## src/hdl/srt_pkg.sv

```systemverilog
// ----------------------------------------------------------------------------
// srt_pkg: shared types and constants for signed_integer_to_radix_text
// Register map, character codes, back-end states and alphabet helpers.
// ----------------------------------------------------------------------------
package srt_pkg;

  localparam int DEF_MAX_RADIX  = 16;
  localparam int DEF_VALUE_BITS = 32;

  localparam int CFG_DATA_W  = 64;
  localparam int CFG_IDX_W   = 2;
  localparam int BASE_W      = 5;
  localparam int CHAR_W      = 8;
  localparam int DIGIT_W     = 4;
  localparam int ALPHA_SLOTS = 16;

  localparam logic [CHAR_W-1:0] CHAR_PLUS  = 8'h2B;
  localparam logic [CHAR_W-1:0] CHAR_MINUS = 8'h2D;
  localparam logic [CHAR_W-1:0] CHAR_NUL   = 8'h00;

  localparam logic [BASE_W-1:0]     BASE_RESET   = 5'd10;
  localparam logic [CFG_DATA_W-1:0] DIGITS_LO_RESET = 64'h3736_3534_3332_3130;
  localparam logic [CFG_DATA_W-1:0] DIGITS_HI_RESET = 64'h4645_4443_4241_3938;

  typedef enum logic [CFG_IDX_W-1:0] {
    REG_BASE_LENGTH = 2'd0,
    REG_DIGITS_LOW  = 2'd1,
    REG_DIGITS_HIGH = 2'd2
  } cfg_reg_e;

  typedef struct packed {
    logic [BASE_W-1:0]     base_length;
    logic [CFG_DATA_W-1:0] digits_low;
    logic [CFG_DATA_W-1:0] digits_high;
  } cfg_t;

  localparam cfg_t CFG_RESET = '{
    base_length: BASE_RESET,
    digits_low:  DIGITS_LO_RESET,
    digits_high: DIGITS_HI_RESET
  };

  typedef enum logic [2:0] {
    ST_IDLE,
    ST_DIV,
    ST_SIGN,
    ST_READ,
    ST_OUT
  } back_state_e;

  function automatic logic [CHAR_W-1:0] digit_char(cfg_t c, logic [DIGIT_W-1:0] d);
    logic [CHAR_W-1:0] ch;
    if (d[DIGIT_W-1]) begin
      ch = c.digits_high[{d[DIGIT_W-2:0], 3'b000} +: CHAR_W];
    end else begin
      ch = c.digits_low[{d[DIGIT_W-2:0], 3'b000} +: CHAR_W];
    end
    return ch;
  endfunction

  // radix in range, no NUL/sign characters, no repeated digit among used slots
  function automatic logic alphabet_ok(cfg_t c, int unsigned cap);
    logic              ok;
    logic [CHAR_W-1:0] ci;
    ok = 1'b1;
    if (c.base_length < BASE_W'(2) || 32'(c.base_length) > cap ||
        32'(c.base_length) > ALPHA_SLOTS) begin
      ok = 1'b0;
    end
    for (int i = 0; i < ALPHA_SLOTS; i++) begin
      ci = digit_char(c, DIGIT_W'(i));
      if (BASE_W'(i) < c.base_length) begin
        if (ci == CHAR_NUL || ci == CHAR_PLUS || ci == CHAR_MINUS) begin
          ok = 1'b0;
        end
        for (int j = i + 1; j < ALPHA_SLOTS; j++) begin
          if (BASE_W'(j) < c.base_length && ci == digit_char(c, DIGIT_W'(j))) begin
            ok = 1'b0;
          end
        end
      end
    end
    return ok;
  endfunction

endpackage

```

## src/hdl/srt_value_if.sv

```systemverilog
// ----------------------------------------------------------------------------
// srt_value_if: input stream of signed values
// Valid/ready channel carrying one two's complement number per word.
// ----------------------------------------------------------------------------
interface srt_value_if #(
  parameter int VALUE_BITS = srt_pkg::DEF_VALUE_BITS
);
  logic                         valid;
  logic                         ready;
  logic signed [VALUE_BITS-1:0] value;

  modport source (output valid, output value, input ready);
  modport sink   (input valid, input value, output ready);
endinterface

```

## src/hdl/srt_char_if.sv

```systemverilog
// ----------------------------------------------------------------------------
// srt_char_if: output stream of characters
// Valid/ready channel carrying one character and an end-of-number flag per word.
// ----------------------------------------------------------------------------
interface srt_char_if;
  logic                        valid;
  logic                        ready;
  logic [srt_pkg::CHAR_W-1:0]  character;
  logic                        last;

  modport source (output valid, output character, output last, input ready);
  modport sink   (input valid, input character, input last, output ready);
endinterface

```

## src/hdl/signed_integer_to_radix_text.sv

```systemverilog
// ----------------------------------------------------------------------------
// signed_integer_to_radix_text: signed integer to text in a programmable radix
// Each input word is a signed number; the block returns its text one
// character per output word, a leading '-' for negatives, most significant
// digit first, with last set on the final digit. Radix and the 16-character
// digit alphabet are set through the write port (index 0 base_length, 1
// digits 0-7, 2 digits 8-15); an unusable setting (radix below 2 or above
// MAX_RADIX or 16, a NUL, '+' or '-' digit, or a repeated digit among the
// used digits) makes the block drop input words without output. Each digit
// comes from the bit-serial divider and is then read back out of the digit
// stack. A two-word queue lets up to two further inputs be taken during a
// conversion.
// ----------------------------------------------------------------------------
module signed_integer_to_radix_text #(
  parameter int MAX_RADIX  = srt_pkg::DEF_MAX_RADIX,
  parameter int VALUE_BITS = srt_pkg::DEF_VALUE_BITS
) (
  input  logic                            clk_i,
  input  logic                            rst_ni,
  input  logic                            cfg_we_i,
  input  logic [srt_pkg::CFG_IDX_W-1:0]   cfg_index_i,
  input  logic [srt_pkg::CFG_DATA_W-1:0]  cfg_data_i,
  srt_value_if.sink                       in_i,
  srt_char_if.source                      out_o
);
  import srt_pkg::*;

  cfg_t                cfg;
  logic                push, full, pop, empty;
  logic [VALUE_BITS:0] push_data, pop_data;

  srt_front #(
    .MAX_RADIX  (MAX_RADIX),
    .VALUE_BITS (VALUE_BITS)
  ) u_front (
    .clk_i       (clk_i),
    .rst_ni      (rst_ni),
    .cfg_we_i    (cfg_we_i),
    .cfg_index_i (cfg_index_i),
    .cfg_data_i  (cfg_data_i),
    .in_i        (in_i),
    .cfg_o       (cfg),
    .push_o      (push),
    .push_data_o (push_data),
    .full_i      (full)
  );

  srt_queue #(
    .DATA_W (VALUE_BITS + 1)
  ) u_queue (
    .clk_i       (clk_i),
    .rst_ni      (rst_ni),
    .push_i      (push),
    .push_data_i (push_data),
    .full_o      (full),
    .pop_i       (pop),
    .pop_data_o  (pop_data),
    .empty_o     (empty)
  );

  srt_back #(
    .MAX_RADIX  (MAX_RADIX),
    .VALUE_BITS (VALUE_BITS)
  ) u_back (
    .clk_i      (clk_i),
    .rst_ni     (rst_ni),
    .cfg_i      (cfg),
    .empty_i    (empty),
    .pop_data_i (pop_data),
    .pop_o      (pop),
    .out_o      (out_o)
  );

endmodule

```

## src/hdl/srt_front.sv

```systemverilog
// ----------------------------------------------------------------------------
// srt_front: configuration registers and input classification
// Holds the radix and alphabet, keeps a registered alphabet check, drops words
// that cannot be rendered and queues sign plus magnitude of the others.
// ----------------------------------------------------------------------------
module srt_front #(
  parameter int MAX_RADIX  = srt_pkg::DEF_MAX_RADIX,
  parameter int VALUE_BITS = srt_pkg::DEF_VALUE_BITS
) (
  input  logic                            clk_i,
  input  logic                            rst_ni,
  input  logic                            cfg_we_i,
  input  logic [srt_pkg::CFG_IDX_W-1:0]   cfg_index_i,
  input  logic [srt_pkg::CFG_DATA_W-1:0]  cfg_data_i,
  srt_value_if.sink                       in_i,
  output srt_pkg::cfg_t                   cfg_o,
  output logic                            push_o,
  output logic [VALUE_BITS:0]             push_data_o,
  input  logic                            full_i
);
  import srt_pkg::*;

  localparam int RADIX_CAP = (MAX_RADIX < ALPHA_SLOTS) ? MAX_RADIX : ALPHA_SLOTS;

  cfg_t                  cfg_q, cfg_d;
  logic                  ok_q;
  logic [VALUE_BITS-1:0] mag;
  logic                  neg;

  always_comb begin
    cfg_d = cfg_q;
    if (cfg_we_i) begin
      case (cfg_reg_e'(cfg_index_i))
        REG_BASE_LENGTH: cfg_d.base_length = cfg_data_i[BASE_W-1:0];
        REG_DIGITS_LOW:  cfg_d.digits_low  = cfg_data_i;
        REG_DIGITS_HIGH: cfg_d.digits_high = cfg_data_i;
        default:         cfg_d = cfg_q;
      endcase
    end
  end

  always_ff @(posedge clk_i or negedge rst_ni) begin
    if (!rst_ni) begin
      cfg_q <= CFG_RESET;
      ok_q  <= alphabet_ok(CFG_RESET, RADIX_CAP);
    end else begin
      cfg_q <= cfg_d;
      ok_q  <= alphabet_ok(cfg_d, RADIX_CAP);
    end
  end

  // most negative value wraps to 2^(VALUE_BITS-1) as unsigned
  assign neg = in_i.value[VALUE_BITS-1];
  assign mag = neg ? (~in_i.value + VALUE_BITS'(1)) : in_i.value;

  assign in_i.ready  = !full_i;
  assign push_o      = in_i.valid && !full_i && ok_q;
  assign push_data_o = {neg, mag};
  assign cfg_o       = cfg_q;

endmodule

```

## src/hdl/srt_queue.sv

```systemverilog
// ----------------------------------------------------------------------------
// srt_queue: small FIFO between front and back
// Two-entry register queue of sign plus magnitude words.
// ----------------------------------------------------------------------------
module srt_queue #(
  parameter int DATA_W = srt_pkg::DEF_VALUE_BITS + 1
) (
  input  logic              clk_i,
  input  logic              rst_ni,
  input  logic              push_i,
  input  logic [DATA_W-1:0] push_data_i,
  output logic              full_o,
  input  logic              pop_i,
  output logic [DATA_W-1:0] pop_data_o,
  output logic              empty_o
);
  import srt_pkg::*;

  logic [DATA_W-1:0] entry_q [2];
  logic              wr_ptr_q, rd_ptr_q;
  logic [1:0]        count_q;
  logic              do_push, do_pop;

  assign full_o     = count_q == 2'd2;
  assign empty_o    = count_q == 2'd0;
  assign do_push    = push_i && !full_o;
  assign do_pop     = pop_i && !empty_o;
  assign pop_data_o = entry_q[rd_ptr_q];

  always_ff @(posedge clk_i) begin
    if (do_push) begin
      entry_q[wr_ptr_q] <= push_data_i;
    end
  end

  always_ff @(posedge clk_i or negedge rst_ni) begin
    if (!rst_ni) begin
      wr_ptr_q <= 1'b0;
      rd_ptr_q <= 1'b0;
      count_q  <= 2'd0;
    end else begin
      if (do_push) wr_ptr_q <= !wr_ptr_q;
      if (do_pop)  rd_ptr_q <= !rd_ptr_q;
      case ({do_push, do_pop})
        2'b10:   count_q <= count_q + 2'd1;
        2'b01:   count_q <= count_q - 2'd1;
        default: count_q <= count_q;
      endcase
    end
  end

endmodule

```

## src/hdl/srt_back.sv

```systemverilog
// ----------------------------------------------------------------------------
// srt_back: digit extraction and character output
// Bit-serial restoring division by the radix fills a digit stack, least
// significant digit first; the stack is then drained through the output
// register, most significant digit first, after an optional minus sign.
// ----------------------------------------------------------------------------
module srt_back #(
  parameter int MAX_RADIX  = srt_pkg::DEF_MAX_RADIX,
  parameter int VALUE_BITS = srt_pkg::DEF_VALUE_BITS
) (
  input  logic                clk_i,
  input  logic                rst_ni,
  input  srt_pkg::cfg_t       cfg_i,
  input  logic                empty_i,
  input  logic [VALUE_BITS:0] pop_data_i,
  output logic                pop_o,
  srt_char_if.source          out_o
);
  import srt_pkg::*;

  localparam int RADIX_CAP = (MAX_RADIX < ALPHA_SLOTS) ? MAX_RADIX : ALPHA_SLOTS;
  localparam int REM_W     = (RADIX_CAP > 2) ? $clog2(RADIX_CAP) : 1;
  localparam int AW        = $clog2(VALUE_BITS);
  localparam int CNT_W     = $clog2(VALUE_BITS + 1);

  back_state_e state_q, state_d;

  logic [VALUE_BITS-1:0] quot_q, quot_next;
  logic [REM_W-1:0]      rem_q, rem_next;
  logic [AW-1:0]         bit_q;
  logic [CNT_W-1:0]      cnt_q, cnt_m1;
  logic                  neg_q;
  logic [DIGIT_W-1:0]    stack_q [VALUE_BITS];
  logic [DIGIT_W-1:0]    rd_q;

  logic                  valid_q, last_q;
  logic [CHAR_W-1:0]     char_q;

  logic [REM_W:0]        trial, radix_r, trial_sub;
  logic                  ge, div_done, quot_zero, slot_free;
  logic                  load, step, push_dig, emit_sign, rd_en, emit_dig;

  // one quotient bit per cycle
  assign radix_r   = (REM_W + 1)'(cfg_i.base_length);
  assign trial     = {rem_q, quot_q[VALUE_BITS-1]};
  assign ge        = trial >= radix_r;
  assign trial_sub = trial - radix_r;
  assign rem_next  = ge ? trial_sub[REM_W-1:0] : trial[REM_W-1:0];
  assign quot_next = {quot_q[VALUE_BITS-2:0], ge};
  assign div_done  = bit_q == '0;
  assign quot_zero = quot_next == '0;
  assign cnt_m1    = cnt_q - CNT_W'(1);
  assign slot_free = !valid_q || out_o.ready;

  always_comb begin
    state_d = state_q;
    case (state_q)
      ST_IDLE: if (!empty_i) state_d = ST_DIV;
      ST_DIV: begin
        if (div_done && quot_zero) state_d = neg_q ? ST_SIGN : ST_READ;
      end
      ST_SIGN: if (slot_free) state_d = ST_READ;
      ST_READ: state_d = ST_OUT;
      ST_OUT: begin
        if (slot_free) state_d = (cnt_q == CNT_W'(1)) ? ST_IDLE : ST_READ;
      end
      default: state_d = ST_IDLE;
    endcase
  end

  always_comb begin
    load      = 1'b0;
    step      = 1'b0;
    push_dig  = 1'b0;
    emit_sign = 1'b0;
    rd_en     = 1'b0;
    emit_dig  = 1'b0;
    case (state_q)
      ST_IDLE: load = !empty_i;
      ST_DIV: begin
        step     = 1'b1;
        push_dig = div_done;
      end
      ST_SIGN: emit_sign = slot_free;
      ST_READ: rd_en = 1'b1;
      ST_OUT:  emit_dig = slot_free;
      default: ;
    endcase
  end

  assign pop_o = load;

  always_ff @(posedge clk_i or negedge rst_ni) begin
    if (!rst_ni) begin
      state_q <= ST_IDLE;
      cnt_q   <= '0;
      valid_q <= 1'b0;
    end else begin
      state_q <= state_d;
      if (load) begin
        cnt_q <= '0;
      end else if (push_dig) begin
        cnt_q <= cnt_q + CNT_W'(1);
      end else if (emit_dig) begin
        cnt_q <= cnt_m1;
      end
      if (emit_sign || emit_dig) begin
        valid_q <= 1'b1;
      end else if (out_o.ready) begin
        valid_q <= 1'b0;
      end
    end
  end

  always_ff @(posedge clk_i) begin
    if (load) begin
      neg_q  <= pop_data_i[VALUE_BITS];
      quot_q <= pop_data_i[VALUE_BITS-1:0];
      rem_q  <= '0;
      bit_q  <= AW'(VALUE_BITS - 1);
    end else if (step) begin
      quot_q <= quot_next;
      if (div_done) begin
        rem_q <= '0;
        bit_q <= AW'(VALUE_BITS - 1);
      end else begin
        rem_q <= rem_next;
        bit_q <= bit_q - AW'(1);
      end
    end
    if (emit_sign) begin
      char_q <= CHAR_MINUS;
      last_q <= 1'b0;
    end else if (emit_dig) begin
      char_q <= digit_char(cfg_i, rd_q);
      last_q <= cnt_q == CNT_W'(1);
    end
  end

  // digit stack
  always_ff @(posedge clk_i) begin
    if (push_dig) begin
      stack_q[cnt_q[AW-1:0]] <= DIGIT_W'(rem_next);
    end
    if (rd_en) begin
      rd_q <= stack_q[cnt_m1[AW-1:0]];
    end
  end

  assign out_o.valid     = valid_q;
  assign out_o.character = char_q;
  assign out_o.last      = last_q;

`ifndef SYNTH
  a_cnt_range: assert property (@(posedge clk_i) disable iff (!rst_ni)
    cnt_q <= CNT_W'(VALUE_BITS))
    else $error("digit count beyond stack depth");

  a_rem_below_radix: assert property (@(posedge clk_i) disable iff (!rst_ni)
    (state_q == ST_DIV) |-> (trial_sub[REM_W] == 1'b0 || !ge || rem_q < radix_r[REM_W-1:0]
      || radix_r[REM_W]))
    else $error("partial remainder not below radix");

  a_out_has_digit: assert property (@(posedge clk_i) disable iff (!rst_ni)
    (state_q == ST_OUT || state_q == ST_READ) |-> (cnt_q != '0))
    else $error("reading an empty digit stack");

  a_sign_not_last: assert property (@(posedge clk_i) disable iff (!rst_ni)
    (valid_q && char_q == CHAR_MINUS) |-> !last_q)
    else $error("minus sign flagged as last character");

  a_no_load_while_busy: assert property (@(posedge clk_i) disable iff (!rst_ni)
    pop_o |-> (state_q == ST_IDLE))
    else $error("queue popped during conversion");
`endif

endmodule
```

## src/flat_wrapper.sv

```systemverilog
// flat-port wrapper written by rule: the top's interface ports become plain ports
module signed_integer_to_radix_text_flat import srt_pkg::*;
#(
  parameter int MAX_RADIX  = srt_pkg::DEF_MAX_RADIX,
  parameter int VALUE_BITS = srt_pkg::DEF_VALUE_BITS
)
  (clk_i, rst_ni, cfg_we_i, cfg_index_i, cfg_data_i, in_i_valid, in_i_value, in_i_ready, out_o_valid, out_o_character, out_o_last, out_o_ready);
  srt_value_if #(.VALUE_BITS(VALUE_BITS)) in_i_i ();
  srt_char_if out_o_i ();
  input  logic clk_i;
  input  logic rst_ni;
  input  logic cfg_we_i;
  input  logic [srt_pkg::CFG_IDX_W-1:0] cfg_index_i;
  input  logic [srt_pkg::CFG_DATA_W-1:0] cfg_data_i;
  input wire logic [$bits(in_i_i.valid)-1:0] in_i_valid;
  input wire logic [$bits(in_i_i.value)-1:0] in_i_value;
  output wire logic [$bits(in_i_i.ready)-1:0] in_i_ready;
  output wire logic [$bits(out_o_i.valid)-1:0] out_o_valid;
  output wire logic [$bits(out_o_i.character)-1:0] out_o_character;
  output wire logic [$bits(out_o_i.last)-1:0] out_o_last;
  input wire logic [$bits(out_o_i.ready)-1:0] out_o_ready;
  assign in_i_i.valid = in_i_valid;
  assign in_i_i.value = in_i_value;
  assign in_i_ready = in_i_i.ready;
  assign out_o_valid = out_o_i.valid;
  assign out_o_character = out_o_i.character;
  assign out_o_last = out_o_i.last;
  assign out_o_i.ready = out_o_ready;
  signed_integer_to_radix_text #(.MAX_RADIX(MAX_RADIX), .VALUE_BITS(VALUE_BITS)) u_core (.clk_i(clk_i), .rst_ni(rst_ni), .cfg_we_i(cfg_we_i), .cfg_index_i(cfg_index_i), .cfg_data_i(cfg_data_i), .in_i(in_i_i), .out_o(out_o_i));
endmodule
```

## config.mk

```make
export PLATFORM = sky130hd
export DESIGN_NAME = signed_integer_to_radix_text_flat
export DESIGN_NICKNAME = d
export VERILOG_FILES = /design/src/hdl/srt_pkg.sv /design/src/hdl/srt_value_if.sv /design/src/hdl/srt_char_if.sv /design/src/hdl/signed_integer_to_radix_text.sv /design/src/hdl/srt_front.sv /design/src/hdl/srt_queue.sv /design/src/hdl/srt_back.sv /design/src/flat_wrapper.sv
export SDC_FILE = /design/constraint.sdc
export NUM_CORES = 1
export LEC_CHECK = 0
export BUFFER_PORTS_ARGS = -buffer_cell sky130_fd_sc_hd__buf_2
export CAP_MARGIN = 40
export CELL_PAD_IN_SITES_DETAIL_PLACEMENT = 0
export CELL_PAD_IN_SITES_GLOBAL_PLACEMENT = 1
export CORE_AREA = 3 3 250 252
export DETAILED_ROUTE_END_ITERATION = 8
export DIE_AREA = 0 0 253 255
export GPL_TIMING_DRIVEN = 0
export HOLD_SLACK_MARGIN = 0.05
export PLACE_DENSITY_LB_ADDON = 0.15
export SLEW_MARGIN = 20
export SYNTH_ARGS = -nofsm -noshare
export SYNTH_HDL_FRONTEND = slang
export SYNTH_SLANG_ARGS = --single-unit
```

## constraint.sdc

```tcl
create_clock -name clk_i -period 4.2 [get_ports clk_i]
set_clock_uncertainty 0.1 [all_clocks]
set_input_delay 0.42 -clock clk_i [delete_from_list [all_inputs] [get_ports clk_i]]
set_output_delay 0.42 -clock clk_i [all_outputs]
set_load 0.005 [all_outputs]
```

======== Word level (Yosys, flattened, before mapping) ========
Memory sizes are Yosys's and may differ from the RTL's. A register that Yosys moved wholly into a read port is not among the register bits.
Cells that the tools add are included.
word-level totals
  register bits after elaboration ......... 199
  RAM bits ................................ 194
  output and inout bits ................... 11
  word-level logic and storage cells ...... 712
  memories kept ........................... 2
  bits of input ports ..................... 103
memory list
  memory                  depth  bits a word  rd ports  clocked after Yosys merged registers in  write ports  line             source
  u_core.u_back.stack_q   32     4            1         1                                        1            srt_back.sv:33   logic [DIGIT_W-1:0] stack_q [VALUE_BITS];
  u_core.u_queue.entry_q  2      33           1         0                                        1            srt_queue.sv:19  logic [DATA_W-1:0] entry_q [2];
operators by class
  bitwise logic cells ..................... 1
  equal/unequal tests ..................... 166
  multiplexer cells ....................... 307
  shift-type cells ........................ 2
  reductions and logical operators ........ 192
  add/sub/neg operators ................... 7
  magnitude comparators ................... 19
operators by type and width
  operator               count
  $mux 8                 121
  $eq 8x8->1             120
  $eq 8x6->1 const B     32
  $mux 1                 166
  $mux 133               1
  $logic_not 8->1        16
  $mux 64                2
  $shiftx 64x7->8        2
  $logic_and 1x1->1      125
  $mux 32                3
  $lt 4x5->1 const A     8
  $logic_or 1x1->1       36
  $add 32x2->32 const B  1
  $logic_not 32->1       1
  $not 32->32            1
  $lt 3x5->1 const A     4
  $mux 6                 3
  $pmux 3 s5             1
  $mux 3                 4
  $lt 1x5->1 const A     2
  $lt 2x5->1 const A     2
  $mux 5                 2
  $mux 4                 2
  $ne 2x2->1 const B     4
  24 further kinds       35

======== Longest topological paths before layout ========
Gate-level depths: netlist of run 1.
  word-level depth ........................ 159
  depth in mapped cells ................... 14
  mapped depth without buffers ............ 11

======== Modules after synthesis ========
Synthesis of run 1 repeated with hierarchy kept, for this count alone.
second synthesis, totals
  cells, all modules ...................... 3,326
  area total of the unflattened synthesis .. 34,316.7 um^2
modules (own cells, without submodules)
  module     times used  area each (um^2)  seq. area each (um^2)  cells an instance
  srt_front  1           22,389.0          3,419.5                2,577
  srt_back   1           9,197.6           5,565.3                628
  srt_queue  1           2,730.1           2,082.0                121

======== Least setup slack after synthesis of run 1 ========
No wires, ideal clock.
  kind .................................... flip-flop to flip-flop
  from .................................... register u_core.u_front.cfg_q, in the netlist u_core.u_front.cfg_o[129]
  to ...................................... memory u_core.u_back.stack_q[0][0], data pin
  cell stages (with the launch flop) ...... 10
  arrival ................................. 2.946 ns
  buffers on the path ..................... 1
  required time ........................... 3.716 ns
  period minus slack after synthesis ...... 3.430 ns
  setup slack ............................. 0.770 ns
  setup time .............................. 0.384 ns
  cell sequence ........................... dfstp_2 -> inv_1 -> ha_1 -> a21o_1 -> a21o_1 -> a31o_2 -> a21o_1 -> a21o_1 -> clkbuf_1 -> a21oi_1
between the ends
  word-level cells in the longest chain between the ends .. 2
RTL lines
  item                                 line             source
  start: declaration                   srt_front.sv:25  cfg_t cfg_q, cfg_d;
  start signal: assignment             srt_front.sv:47  cfg_q <= cfg_d;
  $ge 5x5->1                           srt_back.sv:46   assign ge = trial >= radix_r;
  $mux 4                               srt_back.sv:48   assign rem_next = ge ? trial_sub[REM_W-1:0] : trial[REM_W-1:0];
  named net u_core.u_back.rem_next[0]  srt_back.sv:29   logic [REM_W-1:0] rem_q, rem_next;
  end: declaration                     srt_back.sv:33
The timed path passes the listed nets, and every way through them passes these cells.

==> impl_metrics.ini, run 1 <==
[yosys]
ys_types = 63
yosysWarnings = 0
synth_edf_count = 231
synthTopCellsByArea = edfxtp_1 (23%), xnor2_1 (16%), xor2_1 (13%)
ys_ff_latch = 397
syn_nets = 2964
synth_ff_type = edfxtp_1
ys_seq_area_share_pct = 36.0
syn_inst = 2847
synthesis.area_mm2 = 0.0307
synth_top_area_share_pct = 22.6
async_reset_ff_share_pct = 37.3
syn_area_per_cell_um2 = 10.8
yosysTopAreaCell = edfxtp_1

[die]
coreArea_mm2 = 0.0604
dieHeight_um = 255
ioPinCount = 114
initial_core_util_pct = 50.9
die_area_mm2 = 0.0645
fp.dieW_um = 253
fp-row-count = 90

[flow_run]
max_cap_violations = 0

[clocking]
htree_num_levels = 2
cts_tree = built
cts_buffer_depth = 3
clk_pin_slew_ps = 60
cts_made_buffers = 44
root_buffer = clkbuf_16
worstSkewPairLatency_ps = 630
cts.sinks = 397

[layout]
areaGrowthSynthToFinish_pct = 17.5
design_area_mm2 = 0.0361
utilization_pct = 59.8
regArea_mm2 = 0.0111
drive_gt1_share_pct = 24.4
nFillCells = 5062
num-nets-final = 3289
multiInputGateArea_mm2 = 0.0185

[worst_setup_path]
rr_startpoint = u_core.u_front.cfg_o[132]$_DFF_PN0_
crit_path_end = u_core.u_front.ok_q$_DFF_PN1_
r2r_slack_ps = -160
timing.critical_path.buf_inv = 5
cpPeakStageDelay_ps = 630
crit_path_end_kind = flop
crit_chain = buf_2 > nand3b_1 > buf_6 > buf_6 > mux2i_4 > buf_2 > inv_1 > nand4_1 > o21ai_0 > nand4_1 > nand4_1 > o32ai_1 > nand4_1 > nor4_4
crit_start = cfg_index_i[1]
crit_cells = 14
critical_path.max_fanout = 10
r2r-end = u_core.u_front.ok_q$_DFF_PN1_
start_kind = input port
cp_top_family = simple AND/OR/NAND/NOR gates
cp.arrival_ps = 4770
ff2ff_path_depth = 11
path_common_cell = nand4_1
cp.required_ps = 4570
critical_path.slowest_cell = buf_2
path_class = input port to flop

[global_routing]
grt_pass1_wl_um = 212000
antenna_found_initial = 15
grt_pass1_vias = 26773
grt.overflow.total = 0
grt_max_degree = 79
grt_use_total_pct = 47.6

[placement]
dpl.hpwl_um = 108000
portBuffers = 110
placed_area_mm2 = 0.0335
place.gp.congestion = 1.12

[sta]
tightest_slew_ps = 1030
period_share_pct = 105
fin_ws_ps = -202
hold_viol = 0
fmax_mhz = 227
final-setup-viol-count = 1
holdWs_ps = 75.0
rsz0062_at_grt = true
report.final.slew_viol_count = 0
finalSetupTns_ps = -202
max-slew-margin-rel_pct = 31.1
period_needed_ps = 4400

[pwr]
net-switching-power_uw = 11000
comb_power_share_pct = 57.7
pwr-share-clk_pct = 17.0
pwr_density_cell_mw_per_mm2 = 659
power.internal_uw = 12800
power_uw = 23800
seqPwrFrac_pct = 25.4
p_leak_uw = 0.0133
swShare_pct = 46.2
ir_drop_mv = 0.538

[routing]
dr.pass1.iters = 8
viasPerCell = 6.82
routedWlPerCell_um = 38.5
postRouteAntennaNets = 0
drc = 0
drt_iter0_drc = 3997
wl_um = 154000
vias = 27252

[worst_hold_path]
hp-class = input port to flop

[run_status]
violations = negative setup slack
outcome = finished, violations left
## routing by layer
layer | GRT usage, % | up-vias | part of all wire, %
li1 | - | 10721 | -
met5 | 0.806 | - | 0.073
met4 | 39.7 | 14 | 10
met1 | 54.3 | 13300 | 35
met3 | 24.3 | 875 | 14
met2 | 66.4 | 2342 | 40
## what timing repair did
item / in CTS / in global routing
hold buffers: 9 / 0
resized for setup: 32 / 16
endpoints found under the setup margin: 1 / 5
buffers inserted: 56 / 9
pin swaps: 5 / 1
endpoints found under the hold margin: 71 / 0
## through the flow
step	setup slack, ps	instances
4_1_cts	8.30	3968
2_1_floorplan	770	2847
3_3_place_gp	-2250	3739
6_report	-202	3997
3_5_place_dp	-1240	3825
5_1_grt	-29.9	3990
## kinds of logic after synthesis
logic type / synth area share (%)
flip-flops: 36.0
AND/OR/NAND/NOR: 11.2
AO/OA/AOI/OAI: 4.03
multiplexers: 13.9
XOR/XNOR: 29.1
buffers and inverters: 5.27
adder cells (fa/ha/maj): 0.595
## worst register-to-register path: stages (launching register included)
cell	delay, ps
dfrtp_1	360
clkbuf_1	240
o31a_1	670
o21ai_2	350
buf_6	250
nor3_1	110
a41oi_1	210
a41oi_1	290
o41ai_1	520
clkdlybuf4s15_2	330
nand4_1	300
nor4_4	470
## registers in the layout, indices dropped and copies added, names as in the netlist
register                       cells
u_core.u_back.bit_q                5
u_core.u_back.cnt_q                6
u_core.u_back.neg_q                1
u_core.u_back.out_o.character      8
u_core.u_back.out_o.last           1
u_core.u_back.out_o.valid          1
u_core.u_back.quot_q              32
u_core.u_back.rd_q                 4
u_core.u_back.rem_q                4
u_core.u_back.stack_q            128
u_core.u_back.state_q              3
u_core.u_front.cfg_o             133
u_core.u_front.ok_q                1
u_core.u_queue.count_q             2
u_core.u_queue.entry_q            66
u_core.u_queue.rd_ptr_q            1
u_core.u_queue.wr_ptr_q            1
## area by class of cell
| cell class | count | area share, % |
|---|---|---|
| Sequential cell | 397 | 30.7 |
| Tap cell | 782 | 2.71 |
| Clock buffer | 51 | 3.24 |
| Timing Repair Buffer | 279 | 6.65 |
| Clock inverter | 27 | 0.863 |
| Inverter | 147 | 1.53 |
| Multi-Input combinational cell | 2102 | 51.2 |
| Buffer | 201 | 3.07 |
| Antenna cell | 11 | 0.0763 |
## worst min path at each step
| stage | from | end | slack (ps) | cells after the start |
|---|---|---|---|---|
| 6_report | in_i_value[30] | u_core.u_queue.entry_q[0][30]$_DFFE_PP_ | 70 | 2 |
| 5_1_grt | in_i_value[30] | u_core.u_queue.entry_q[0][31]$_DFFE_PP_ | 70 | 2 |
| 4_1_cts | in_i_value[17] | u_core.u_queue.entry_q[1][17]$_DFFE_PP_ | 60 | 2 |
| 3_5_place_dp | rst_ni | u_core.u_front.cfg_o[67]$_DFF_PN0_ | 320 | 1 |
| 3_3_place_gp | u_core.u_back.out_o.character[7]$_SDFFE_PP0P_ | u_core.u_back.out_o.character[7]$_SDFFE_PP0P_ | 340 | 2 |
| 2_1_floorplan | rst_ni | u_core.u_back.cnt_q[0]$_DFFE_PN0P_ | 20 | 0 |
## power groups by stage
stage	sequential (uW)	clock [uW]	combinational [uW]
3_5_place_dp	6070	0	12600
6_report	6030	4030	13700
3_3_place_gp	6080	0	11600
4_1_cts	6010	4050	12900
2_1_floorplan	5930	0	7690
5_1_grt	6090	4210	14000
## layout by cell type, fill, tap and decap left out, types with 90 or more instances in the layout
cell type,n
nand2_1,90
xor2_1,468
buf_2,211
dfrtp_1,95
nand4_1,166
edfxtp_1,231
xnor2_1,551
inv_1,145
buf_4,100
nor4_1,125
## cells in the mapped netlist (all sizes together), types with 18 or more instances
cell      n
mux2i   161
buf     152
xnor2   552
inv     147
dfstp    53
nand2    91
o21ai    65
a21oi    26
a31oi    21
xor2    468
nor2     67
dfxtp    18
dfrtp    95
nor4    127
nand3    55
edfxtp  231
clkbuf   49
nand4   166
nor3     73
mux4     80
No activity file was read; power rests on OpenSTA's default activity.
==> run 2: changes to the inputs <==
==> constraint.sdc (replaced) <==
create_clock -name clk_i -period 4.2 [get_ports clk_i]
set_clock_uncertainty 0.1 [all_clocks]
set_input_delay 0.84 -clock clk_i [delete_from_list [all_inputs] [get_ports clk_i]]
set_output_delay 0.84 -clock clk_i [all_outputs]
set_load 0.005 [all_outputs]
==> run 2 against run 1 <==
The flow still finishes with violations (negative setup slack). First-iteration DRC count decreased by 2.9%. Combinational power increased by 7%. Register-to-register slack got worse by 170 ps. Setup slack got worse by 210 ps. Die area unchanged. Sequential share of layout area decreased by 1.9 points. Via count increased by 5.1%. Final cell count increased by 4.5%. Sequential cell count unchanged. Critical path type unchanged. Critical endpoint unchanged. Highest routed layer unchanged.
==> impl_metrics.ini, run 2 (synthesis gave the netlist of run 1 again) <==
[placement]
place_inst = 3825
portBuffers = 110
placed_area_mm2 = 0.0335
place.gp.congestion = 1.12
dpl.hpwl_um = 108000

[die]
initial_core_util_pct = 50.9
dieHeight_um = 255
coreArea_mm2 = 0.0604
fp-row-count = 90
fp.dieW_um = 253
die_area_mm2 = 0.0645
ioPinCount = 114

[sta]
final-setup-viol-count = 1
tightest_slew_ps = 1100
rsz0062_at_grt = true
holdWs_ps = 74.7
finalSetupTns_ps = -408
period_share_pct = 110
max-slew-margin-rel_pct = 26.3
fmax_mhz = 217
period_needed_ps = 4610
hold_viol = 0
report.final.slew_viol_count = 0
fin_ws_ps = -408

[layout]
layout_common_cells = xnor2_1 (551), xor2_1 (468), buf_4 (281), edfxtp_1 (231), nand4_1 (166)
multiInputGateArea_mm2 = 0.0189
utilization_pct = 63.8
drive_gt1_share_pct = 29.0
num-nets-final = 3463
regArea_mm2 = 0.0111
largest_reg_flops = 133
design_area_mm2 = 0.0385
final_cells = 4177
nFillCells = 4777
final_common_cell = xnor2_1
areaGrowthSynthToFinish_pct = 25.3

[worst_setup_path]
path_class = input port to flop
cp.arrival_ps = 4930
critical_path.max_fanout = 10
crit_path_end_kind = flop
ff2ff_path_depth = 11
start_kind = input port
cp.required_ps = 4520
r2r_slack_ps = -330

[flow_run]
max_cap_violations = 0

[clocking]
cts_made_buffers = 44
htree_num_levels = 2
worstSkewPairLatency_ps = 630
root_buffer = clkbuf_16
holdBufCountCts = 0
cts_buffer_depth = 3
clk_pin_slew_ps = 70
cts_tree = built
cts.sinks = 397

[routing]
drc = 0
postRouteAntennaNets = 0
vias = 28642
dr.max_layer_used = met5
drt_iter0_drc = 3881
viasPerCell = 6.86
route.met2.wl_um = 64800
wl_um = 161000
met3_length_um = 25200
routedWlPerCell_um = 38.6
dr.pass1.iters = 9
wl_met1_um = 53400

[pwr]
pwr_density_cell_mw_per_mm2 = 642
p_leak_uw = 0.0145
ir_drop_mv = 0.539

[run_status]
violations = negative setup slack
outcome = finished, violations left

[global_routing]
grt_pass1_wl_um = 219000
grt_max_degree = 79
grt_pass1_vias = 27185
grt_use_total_pct = 49.6
grt.overflow.total = 0
antenna_found_initial = 21

[worst_hold_path]
hp-class = input port to async pin
run 2: cell count changes in the layout (fill, tap and decap cells not counted), sizes merged:
cell           before  now
clkbuf            105  116
clkdlybuf4s15       2    1
buf               415  588
diode              11   17
dlygate4sd3         9    0
run 2: final cells by class:
class	count	area share (%)
clock buffers	51	3.04
multi-input cells	2102	49.0
clock inverters	27	0.809
inverters	147	1.43
diodes	17	0.110
well taps	782	2.54
flip-flops and latches	397	28.7
repair buffers	454	10.3
plain buffers	200	4.04
run 2: what timing repair did:
item,CTS,global route
buffers inserted,140,114
cloned,2,1
endpoints found under the setup margin,1,5
hold endpoints to repair,0,0
resized for setup,125,117
pin swaps,5,17
run 2: where the power goes:
group          switching, uW  internal (uW)  total [uW]  leakage [uW]
Clock                   1770           2270        4030      0.000715
Sequential               528           5530        6060       0.00396
Combinational           9070           5540       14600       0.00980
run 2: final timing paths:
kind,from,endpoint
min in group clk_i,u_core.u_back.out_o.last$_SDFFE_PP0P_,u_core.u_back.out_o.last$_SDFFE_PP0P_
min reg2reg,u_core.u_back.out_o.last$_SDFFE_PP0P_,u_core.u_back.out_o.last$_SDFFE_PP0P_
min,rst_ni,u_core.u_front.cfg_o[128]$_DFF_PN0_
max in group asynchronous,rst_ni,u_core.u_front.cfg_o[106]$_DFF_PN1_
max,cfg_index_i[1],u_core.u_front.ok_q$_DFF_PN1_
max reg2reg,u_core.u_front.cfg_o[131]$_DFF_PN1_,u_core.u_front.ok_q$_DFF_PN1_
run 2: critical path, cell delays in order:
cell	delay, ps
buf_4	120
nand3b_1	200
buf_12	190
buf_16	180
buf_4	160
mux2i_4	440
buf_6	330
inv_1	120
nand4_1	100
o21ai_0	110
nand4_1	300
nand4_1	340
o32ai_2	410
nand4_1	330
nor4_4	730
run 2: metal layers:
layer,vias up,global-route usage [%]
li1,11085,-
met1,13973,54.9
met2,2581,68.0
met3,995,29.2
met4,8,41.4
met5,-,1.03
run 2: stage by stage:
step | total power [uW] | setup slack, ps
after floorplan | 13600 | 672
after global placement | 17700 | -2670
after detailed placement | 18600 | -1660
after CTS | 23400 | 0.164
after global routing | 25200 | -281
final | 24700 | -408
